File: config.mk
export PLATFORM = sky130hd
export DESIGN_NAME = gpot_ram
export DESIGN_NICKNAME = d
export VERILOG_FILES = /design/src/rtl/gpu_ownership_table_defines.svh /design/src/rtl/gpot_ram.sv
export SDC_FILE = /design/constraint.sdc
export NUM_CORES = 1
export LEC_CHECK = 0
export ABC_AREA = 1
export BUFFER_PORTS_ARGS = -buffer_cell sky130_fd_sc_hd__buf_2
export CORE_UTILIZATION = 55
export DETAILED_ROUTE_END_ITERATION = 10
export GPL_TIMING_DRIVEN = 0
export PLACE_DENSITY_LB_ADDON = 0.2
export RECOVER_POWER = 50
export SETUP_SLACK_MARGIN = 0.15
export SYNTH_ARGS = -nofsm -noshare
export SYNTH_HDL_FRONTEND = slang
export SYNTH_SLANG_ARGS = --single-unit
File: constraint.sdc
create_clock -name clk -period 1.25 [get_ports clk]
set_input_delay 0.1875 -clock clk [delete_from_list [all_inputs] [get_ports clk]]
set_output_delay 0.1875 -clock clk [all_outputs]
set_load 0.01 [all_outputs]
File: src/rtl/gpu_ownership_table_defines.svh
// Assertion macros for the GPU ownership table.
// Taken in by the top level; depends on a clock named clk and a reset named rst.
`ifndef GPU_OWNERSHIP_TABLE_DEFINES_SVH
`define GPU_OWNERSHIP_TABLE_DEFINES_SVH

// Property checked on every rising edge outside reset.
`define GPOT_ASSERT(lbl, prop, msg) \
  lbl: assert property (@(posedge clk) disable iff (rst) prop) else $error(msg);

// Property checked on every rising edge, reset included.
`define GPOT_ASSERT_ALWAYS(lbl, prop, msg) \
  lbl: assert property (@(posedge clk) prop) else $error(msg);

`endif

File: src/rtl/gpot_ram.sv
// Generic simple dual-port RAM: one write port, one read port, registered read.
// No dependencies.
module gpot_ram #(
  parameter int WIDTH = 8,
  parameter int DEPTH = 16,
  localparam int AW = (DEPTH > 1) ? $clog2(DEPTH) : 1
) (
  input  logic             clk,
  input  logic             we,
  input  logic [AW-1:0]    waddr,
  input  logic [WIDTH-1:0] wdata,
  input  logic [AW-1:0]    raddr,
  output logic [WIDTH-1:0] rdata
);

  logic [WIDTH-1:0] mem [DEPTH];

  // Read first (a read of the address being written returns the old data); read data registered.
  always_ff @(posedge clk) begin
    if (we) begin
      mem[waddr] <= wdata;
    end
    rdata <= mem[raddr];
  end

endmodule
# Word level (Yosys, flattened, before mapping)
# Memory sizes are Yosys's and may differ from the RTL's. A register that Yosys moved wholly into a read port is not among the register bits.
# Index checks and enable logic that the tools add are counted.
word_totals:
  in_bits: 18
  output_inout_bits: 8
  wordCells: 3
  memories: 1
  mem_bits_rw: 128
  register_bits: 0
mem_list:
  columns: ["memory", "words", "width", "read_ports", "rd_clocked_by_memory_dff", "write_ports", "line_no", "rtl"]
  rows:
  - ["mem", 16, 8, 1, 1, 1, "gpot_ram.sv:16", "logic [WIDTH-1:0] mem [DEPTH];"]
classes:
  n_mux: 2
op_table:
  columns: ["cell", "count"]
  rows:
  - ["$mux 1", 2]

# Depth between registers and ports, before layout
# Gate-level depths: netlist of the first run.
logic_depth:
  depth_word: 2
  mapped_depth: 8
  ltp_nobuf: 7

# Worst setup path before layout of the first run
# Ideal clock, no wire load.
synth_timing:
  kind: "input to register"
  from: "input waddr[2]"
  to: "memory mem[10][0] (enable)"
  n_path_buf: 0
  stages: 2
  setup_slack_ns: 0.112
  required_ns: 0.880
  setup_ns: 0.370
  arrival_time_ns: 0.768
  path_cell_list: "nand3b_1 nor2_1"
synth_rtl:
  columns: ["item", "line_no", "rtl"]
  rows:
  - ["start, declared", "gpot_ram.sv:10", "input logic [AW-1:0] waddr,"]
  - ["end, declared", "gpot_ram.sv:16", null]
# No word-level cell before the write port.

# Final worst setup path of the first run
layout_timing:
  from: "register rdata[4], read port of mem"
  to: "output rdata[4]"
layout_rtl:
  columns: ["item", "line_no", "rtl"]
  rows:
  - ["start, declared", "gpot_ram.sv:13", "output logic [WIDTH-1:0] rdata"]
# No word-level cell between the ends.

==> impl_metrics.ini, run 1 <==
[cells_and_area]
diodes = 0
final_util_pct = 65.6
fin_area_um2 = 6710
syn_to_final_growth_pct = 16.4
nets = 610
drive_above_1_share_pct = 13.1

[yosys]
synth_most_common_cell = nand2_1
yosysWarningCount = 0
synth_top_area_cell = edfxtp_1
synth_edf_count = 128
ys_seq_area_share_pct = 69.4
synth.distinct_cells = 12
postSynthCellCount = 551
ys_ff_latch = 136
avgSynthCellArea_um2 = 10.5
synth_ff_type = edfxtp_1
ys_top_cells_by_area = edfxtp_1 (67%), nand2_1 (11%), nand3_1 (8.4%)
synth_top_area_share_pct = 66.7
synthArstFlopShare_pct = 0
syn-num-nets = 569
synth_common_cells = nand2_1 (173), edfxtp_1 (128), inv_1 (100)
synth_area_um2 = 5770

[outcome]
status = finished, final reports clean

[power_and_ir_drop]
max-vdd-ir-drop_uv = 995
leakagePower_uw = 0.00289
power_density_nw_per_um2 = 1670

[place]
place_ws_ns = -0.445
hpwl_um = 8650
finalWeightedCongestion = 0.881
port_buffers = 22
placed_area_um2 = 6050

[die]
start_util_pct = 56.4
num_io_pins = 26
die_area_um2 = 10900
die_h_um = 104
row_count = 37
dieWidth_um = 104
core_um2 = 10200

[clock_network]
cts_buffers = 17
cts_tree = yes
cts-htree-levels = 4
hold_buffers = 0
clockBufferDepth = 2
clk_pin_slew_ns = 0.06
root_buffer = clkbuf_8
post_cts_buffers = 0
clk_latency_ns = 0.53
cts_sinks = 136

[timing]
holdWs_ns = 0.0746
hold_viol_final = 0
tightest_slew_ns = 0.945
postLayoutSetupSlackWorst_ns = 0.106
final.period_utilization_pct = 91.5
slew_viol_final = 0
setup-tns-final_ns = 0
finClkSkew_ns = 0.00695
grt_setup_unrepaired = yes
period_minus_slack_ns = 1.14
maxSlewHeadroom_pct = 37.0
fmax_ghz = 0.874
setup_viol = 0

[drt]
drcViolationCount = 0
drt_iter0_drc = 448
ant_nets = 0
firstDrtPassIters = 5
vias = 3909
routed_wl_um = 13700
wire_per_inst_um = 18.4
via_per_inst = 5.28

[critical_path]
end_kind = output port
cp-start-kind = flop
crit_family = flip-flops
worstPathRequired_ns = 1.06
cp_slowest_cell = dfxtp_1
crit_fanout = 1
slowest_delay_ns = 0.31
cp_cell_sequence = buf_2
path_class = reg2out
cp.buffers_inverters = 1
arrival_ns = 0.96

[grt]
grt_pass1_wl_um = 21400
grt_overflow = 0
grt_pass1_vias = 3805
grt_start_max_net_pins = 17
antenna_found_initial = 0
grt.total_usage_pct = 27.5

[run]
cap_viol_max_count = 0

[hold_path]
hold_path_class = in2reg
-- per-layer routing --
metal,global-route usage [%],share of wire (%),vias to the layer above
met4,12.9,3.2,0
met2,41.1,46,189
li1,-,-,1859
met5,0,0,-
met3,5.83,8.2,25
met1,38.7,43,1836
-- through the flow --
| step | std cells | total power [uW] |
|---|---|---|
| 4_1_cts | 741 | 11200 |
| 6_report | 741 | 11200 |
| 3_5_place_dp | 709 | 5880 |
| 2_1_floorplan | 551 | 5590 |
| 3_3_place_gp | 709 | 5860 |
| 5_1_grt | 741 | 11500 |
-- path summary, 6_finish.rpt --
kind,from,to,slack (ns),cells past startpoint
min,raddr[2],rdata[0]$_DFF_P_,0.07,4
min reg2reg,mem[2][0]$_DFFE_PP_,rdata[0]$_DFF_P_,0.69,6
max,rdata[4]$_DFF_P_,rdata[4],0.11,1
max reg2reg,mem[10][4]$_DFFE_PP_,rdata[4]$_DFF_P_,0.20,6
-- flip-flops by register name, indices dropped and copies added (netlist names) --
register / count
mem: 128
rdata: 8
-- final cells by class --
| class | instances | area (um^2) |
|---|---|---|
| Sequential cell | 136 | 4010 |
| Fill cell | 783 | 3520 |
| Multi-Input combinational cell | 289 | 1250 |
| Clock buffer | 20 | 435 |
| Inverter | 102 | 383 |
| Clock inverter | 12 | 199 |
| Tap cell | 136 | 170 |
| Buffer | 24 | 166 |
| Timing Repair Buffer | 22 | 105 |
-- logic make-up (layout without fill, tap and decap cells) --
group         count (synthesis)  count (layout)  synth area share (%)
buf+inv                     126             180                  9.52
flops                       136             136                  69.4
simple gates                289             289                  21.0
-- power breakdown --
group	leakage, uW	switching [uW]	internal (uW)
registers	0.00122	26.0	5100
clock network	0.000297	1870	3490
logic	0.00137	485	198
total	0.00289	2390	8790
-- layout by cell type, fill, tap and decap left out --
| cell | n |
|---|---|
| dfxtp_1 | 7 |
| buf_1 | 1 |
| clkbuf_8 | 2 |
| inv_2 | 2 |
| nand2_1 | 173 |
| buf_4 | 4 |
| clkbuf_16 | 16 |
| clkinvlp_4 | 4 |
| buf_6 | 7 |
| nand3b_1 | 2 |
| edfxtp_1 | 128 |
| clkinv_2 | 2 |
| clkinv_4 | 1 |
| nand3_1 | 94 |
| buf_2 | 25 |
| nor2_1 | 10 |
| inv_1 | 100 |
| bufinv_16 | 5 |
| nand3_2 | 3 |
| clkbuf_1 | 11 |
| dfxtp_2 | 1 |
| nor2_2 | 7 |
-- what timing repair did --
| action | CTS | global route |
|---|---|---|
| pin swaps | 0 | 0 |
| gates resized for setup | 1 | 11 |
| setup endpoints to repair | 16 | 53 |
No activity file was read; power rests on OpenSTA's default activity.
==> run 2, diff against run 1 <==
--- a/config.mk
+++ b/config.mk
@@ -7,6 +7,7 @@
 export LEC_CHECK = 0
 export ABC_AREA = 1
 export BUFFER_PORTS_ARGS = -buffer_cell sky130_fd_sc_hd__buf_2
+export CORE_MARGIN = 2
 export CORE_UTILIZATION = 55
 export DETAILED_ROUTE_END_ITERATION = 10
 export GPL_TIMING_DRIVEN = 0
==> impl_metrics.ini, run 2 (same netlist as run 1, synthesis figures left out) <==
[outcome]
status = finished, final reports clean

[timing]
setup_viol = 0
maxSlewHeadroom_pct = 28.9
finClkSkew_ns = 0.00690
postLayoutSetupSlackWorst_ns = 0.113
final.period_utilization_pct = 91.0
grt_setup_unrepaired = yes
hold_viol_final = 0
tightest_slew_ns = 1.07
fmax_ghz = 0.879
slew_viol_final = 0
period_minus_slack_ns = 1.14

[cells_and_area]
largest_reg_flops = 128
final_cell_mix = nand2_1 (173), edfxtp_1 (128), inv_1 (100), nand3_1 (97), buf_2 (24)
nets = 610
instances_no_fill = 741
top_regs = mem (128), rdata (8)
syn_to_final_growth_pct = 15.3
final_common_cell = nand2_1
drive_above_1_share_pct = 12.6
largest_register = mem
diodes = 0

[clock_network]
clockBufferDepth = 2
cts-htree-levels = 4
clk_pin_slew_ns = 0.06
cts_buffers = 17
cts_sinks = 136
clk_latency_ns = 0.53
root_buffer = clkbuf_8
cts_tree = yes

[power_and_ir_drop]
leakagePower_uw = 0.00288
max-vdd-ir-drop_uv = 1080
power_density_nw_per_um2 = 1610

[place]
finalWeightedCongestion = 0.856
port_buffers = 22
hpwl_um = 8580
dp.cells = 709
place_ws_ns = -0.443

[critical_path]
path_class = reg2out
slowest_delay_ns = 0.31
cp-start-kind = flop
cp.buffers_inverters = 1
end_kind = output port
cp_cell_sequence = buf_6
r2r-start = mem[1][7]$_DFFE_PP_
startpoint = rdata[6]$_DFF_P_
crit_family = flip-flops
cp_slowest_cell = dfxtp_2
worstPathRequired_ns = 1.06
arrival_ns = 0.95
crit_fanout = 1

[die]
row_count = 37
die_area_um2 = 11300
num_io_pins = 26
dieWidth_um = 106
start_util_pct = 56.4
die_h_um = 106
core_um2 = 10200

[drt]
via_per_inst = 5.32
firstDrtPassIters = 5
ant_nets = 0
drt_iter0_drc = 426
drcViolationCount = 0
vias = 3945
routed_wl_um = 13400
wire_per_inst_um = 18.1

[grt]
grt_pass1_vias = 3725
grt_overflow = 0
grt_start_max_net_pins = 17
antenna_found_initial = 0
grt.total_usage_pct = 25.9
grt_pass1_wl_um = 20800

[hold_path]
hold_path_class = in2reg
hold_start = raddr[2]

[run]
cap_viol_max_count = 0
[run 2: power breakdown]
| part | internal, uW | leakage (uW) | switching [uW] | total, uW |
|---|---|---|---|---|
| sequential | 5100 | 0.00122 | 25.7 | 5130 |
| combinational | 200 | 0.00136 | 478 | 678 |
| clock | 3120 | 0.000288 | 1770 | 4890 |
[run 2: metal layers]
metal	vias to the layer above	track usage, %	share of wire [%]
met3	28	6.25	8.5
met2	201	38.5	46
met5	-	0	0
met4	0	12.0	3.3
met1	1856	36.3	42
li1	1860	-	-
[run 2: area by class of cell]
cell class,count,area (um^2)
buffer,24,166
clock buffer,22,453
clock inverter,10,128
fill,780,3580
inverter,102,383
multi-input combinational,289,1230
sequential,136,4010
tap,136,170
timing repair buffer,22,111
[run 2: final timing paths]
| path | slack, ns | to | depth (start not counted) |
|---|---|---|---|
| setup / recovery | 0.11 | rdata[6] | 1 |
| hold / removal | 0.07 | rdata[0]$_DFF_P_ | 4 |
| setup reg to reg | 0.22 | rdata[7]$_DFF_P_ | 6 |
| hold reg to reg | 0.69 | rdata[0]$_DFF_P_ | 6 |
[run 2: what timing repair did]
action	4_1_cts	5_1_grt
hold buffers	0	0
endpoints found under the hold margin	0	0
buffers inserted	0	0
gates resized for setup	3	7
setup endpoints to repair	32	56
[run 2: per-stage QoR]
stage          setup TNS (ns)  instance area, um^2  util, %  hold slack (ns)  power, uW
3_3_place_gp           -33.47                 6050     59.2            0.581       5860
4_1_cts                     0                 6640     64.9           0.0566      10700
5_1_grt                     0                 6650     65.0           0.0883      11000
6_report                    0                 6650     65.0           0.0700      10700
3_5_place_dp           -37.38                 6050     59.2            0.581       5880
2_1_floorplan               0                 5770        -            0.286       5590
